===== src/rtl/srarq_ram.sv =====
// Generic single-write, single-read RAM with registered read data.
module srarq_ram #(
    parameter int WIDTH = 8,
    parameter int DEPTH = 256
) (
    input  logic                     clk,
    input  logic                     we,
    input  logic [$clog2(DEPTH)-1:0] waddr,
    input  logic [WIDTH-1:0]         wdata,
    input  logic                     re,
    input  logic [$clog2(DEPTH)-1:0] raddr,
    output logic [WIDTH-1:0]         rdata
);
    logic [WIDTH-1:0] mem [DEPTH];

    always_ff @(posedge clk)
    begin
        if (we)
        begin
            mem[waddr] <= wdata;
        end
        if (re)
        begin
            rdata <= mem[raddr];
        end
    end
endmodule


===== config.mk =====
export PLATFORM = sky130hd
export DESIGN_NAME = srarq_ram
export DESIGN_NICKNAME = d
export VERILOG_FILES = /design/src/rtl/srarq_ram.sv
export SDC_FILE = /design/constraint.sdc
export NUM_CORES = 2
export LEC_CHECK = 0
export BUFFER_PORTS_ARGS = -buffer_cell sky130_fd_sc_hd__buf_2
export CAP_MARGIN = 25
export CORE_MARGIN = 2
export CORE_UTILIZATION = 56
export CTS_CLUSTER_DIAMETER = 150
export DETAILED_ROUTE_END_ITERATION = 8
export PLACE_DENSITY_LB_ADDON = 0.15
export SYNTH_ARGS = -nofsm -noshare
export SYNTH_HDL_FRONTEND = slang
export SYNTH_SLANG_ARGS = --single-unit

===== constraint.sdc =====
create_clock -name clk -period 2.7 [get_ports clk]
set_input_delay 0.675 -clock clk [delete_from_list [all_inputs] [get_ports clk]]
set_output_delay 0.675 -clock clk [all_outputs]
set_load 0.01 [all_outputs]

==> results.md <==
* Number of global-route vias before repair at ~41000
* Area contributors post-synth: edfxtp_1 (78%), mux4_2 (13%), mux2i_1 (1.7%)
* Peak VDD IR at roughly 770 uV
* Max stage delay cell, worst path: mux4_2
* CP max FO at 17
* Ys Warns at 0
* Register area share after synthesis at 0.775
* Synth cell types at between 50 and 60
* Clock root cell: clkbuf_16
* Worst clock skew at 0.0260 ns
* Number of synthesized flops with an enable pin at 2056
* Non-Filler Instances at 6525
* Hpwl dp at roughly 130 mm
* Final Cycle Share at 0.991
* Min Hold Slack at between 0.2 and 0.25 ns
* Post-CTS setup buffer count at 0
* # DRC at 0
* Total track usage at 0.274
* Final WS setup at ~0.024 ns
* Pre-CTS setup slack at -1.17 ns
* Startpoint Class: input pin
* Clock buffer depth at 3
* Core area at between 100000 and 150000 sq um
* Slew @ Worst Pin at between 0.7 and 0.8 ns
* Layout overhead on the synthesized area at 18.1%
* 1st-pass router iterations at 5
* Max Cap Viol at 0
* Initial DRC count at between 5000 and 6000
* Comb pwr share at 0.056
* CP endpoint kind: flop
* CP delay by family, top: buffers and inverters
* PD cells at roughly 700 nW/um^2
* Global route overflow at 0
* Routed vias/inst at 6.30
* Status: finished clean
* Avg WL per Cell at a little over 30 microns
* Top_reg_cell synth: edfxtp_1
* Total Power at roughly 67 mW
* Initial Util at 0.563
* Detailed Route WL at slightly below 200 mm
* P_int at 52.9 mW
* Antenna violations before repair at 15
* Die height at roughly 380 microns
* Clock sinks at ~2100
* Max-slew violations at 0
* Buf/Inv on CP at 5
* Slew margin rel. at 0.507
* Post-Synthesis Mean Instance Area at 21.3 sq um
* Port bufs at 34
* # hold bufs at CTS at 0
* Antenna-violating nets left at 0
* Net Count, Synth at 3760
* Endpoints failing setup at 0
* Die area at about 150000 sq um
* Worst endpoint required time at around 3.3 ns
* H-tree depth at 4
* # placed instances at just over 6000
* Inserted Clock Buffers at 200
* Post-CTS Resized at 6
* Share of cells above drive strength 1 at 0.328
* Share of power burned in registers at 0.528
* Fmax at roughly 370 MHz
* Worst Hold Class: input pin to flop
* Global-route wire length before repair at approximately 290 mm
* Switching power at 13.9 mW
* Post-synth top area share at 0.775
* CTS tree: built
* Post-Syn Area at approximately 80000 sq um
* Critical Setup Path Class: input pin to flop
* Row Count at around 140
* Clock transition at path regs at 0.06 ns
* Die W at around 380 microns
* Clock Power Share at 0.416
* Largest net degree at the start of global routing at approximately 110
* Crit-path cells: buf_8 -> buf_12 -> buf_6 -> buf_12 -> mux4_2 -> a211oi_1 -> nor3_1 -> nor4_2 -> buf_2 -> nor4_1
* LEAKAGE at just over 30 nW
* Via count at between 40000 and 50000
* Hold Vio Cnt, Final at 0
* Worst stage delay on the critical path at approximately 0.5 ns
* RSZ-0062 raised after global routing: false
* Most used cell, CP: buf_12
* Ys async rst share at 0
* Syn Inst Count at between 3000 and 4000
* Min cycle time layout at around 2.7 ns
* Final nets at about 4500
* Number of primary I/O pins at 35
* Setup TNS at 0 ns
* Cell taking the most area after synthesis: edfxtp_1
* FILL cells at 9161
* Net Sw Frac at 0.207
* WP data arrival at 3.26 ns
* Yosys reg bits at 2056
* Gpl congestion at about 0.84
* Clk_lat worst skew at 0.83 ns
-- cell usage after synthesis, types with 2 or more instances --
cell type,instances
nor4_1,24
mux4_2,454
o221ai_1,46
a22oi_1,133
nand3b_1,2
a22o_1,8
nand4_1,10
o22a_1,5
nand2b_1,8
nor2b_1,31
buf_1,22
a2111oi_0,2
mux2i_1,134
buf_6,21
clkbuf_1,111
o21ai_1,2
nor2_1,282
nand2_1,33
o22ai_1,28
o211ai_1,10
a2111oi_1,2
a221oi_1,13
a21oi_1,96
buf_4,27
o21ai_0,10
a211oi_1,16
and2_1,6
or2_2,4
a31oi_1,2
nor3_1,22
nor4_2,3
nand3_1,34
o32ai_1,4
buf_12,8
buf_8,13
buf_2,31
edfxtp_1,2056
mux4_1,2
a311oi_1,2
and3b_1,2
-- layout by cell type, fill, tap and decap left out, types with 13 or more instances in the layout --
master / instances
nor2_1: 279
nor2b_1: 28
o22ai_1: 28
nor4_1: 18
o221ai_1: 46
edfxtp_1: 2056
a221oi_1: 13
mux2i_1: 134
buf_4: 647
a22oi_1: 133
nand3_1: 34
bufinv_16: 25
buf_12: 89
buf_2: 23
a21oi_1: 96
clkinv_1: 56
clkinv_2: 25
nor3_1: 20
a211oi_1: 16
nand2_1: 33
clkbuf_16: 204
mux4_2: 454
clkbuf_1: 36
-- layer usage --
| metal | GRT usage | up-vias | wire (microns) | part of all wire |
|---|---|---|---|---|
| li1 | - | 17185 | - | - |
| met1 | 0.404 | 21607 | 78600 | 0.40 |
| met2 | 0.424 | 1980 | 93600 | 0.48 |
| met3 | 0.0513 | 307 | 18900 | 0.096 |
| met4 | 0.0853 | 6 | 5850 | 0.030 |
| met5 | 0 | - | 36 | 0.00018 |
-- sequential cells by signal, summed over array words and instances, names as in the netlist --
name	count
rdata	8
mem	2048
-- final timing paths --
path,start,slack [ns],endpoint,cells after the start
min,wdata[3],0.22,mem[79][3],1
max,raddr[0],0.02,rdata[7],10
max reg2reg,mem[129][1],0.09,rdata[1],7
min reg2reg,mem[54][2],1.23,rdata[2],7
-- power groups by stage --
stage	Sequential [mW]	Combinational, mW	Clock [mW]
after detailed placement	35.9	3.74	0
after global routing	35.2	3.94	29.3
after global placement	35.9	3.70	0
after CTS	35.2	3.76	28.1
final	35.2	3.75	27.8
after floorplan	35.9	1.72	0
-- kinds of logic (layout without fill, tap and decap cells) --
| kind of cell | Yosys count | after routing | share of synthesized area |
|---|---|---|---|
| AND/OR/NAND/NOR | 466 | 466 | 0.0263 |
| AO/OA/AOI/OAI | 385 | 385 | 0.0342 |
| multiplexers | 591 | 591 | 0.146 |
| other | 0 | 4 | 0 |
| buffers and inverters | 235 | 1133 | 0.0183 |
| flip-flops | 2056 | 2056 | 0.775 |
-- area by class of cell --
type                       instances  area (sq um)  share of cell area
clock inverter                   121          1260              0.0134
inverter                           2          7.51           0.0000798
antenna                            4          10.0            0.000106
multi-input combinational       1442         16600               0.176
tap                             1890          2360              0.0251
sequential                      2056         61700               0.656
clock buffer                     240          5240              0.0557
timing repair buffer             770          6920              0.0735
-- through the flow --
stage           util  area [sq um]
2_1_floorplan      -         79700
3_3_place_gp   0.619         87500
3_5_place_dp   0.619         87500
4_1_cts        0.665         94000
5_1_grt        0.665         94100
6_report       0.665         94100
No activity file was read; power rests on OpenSTA's default activity.
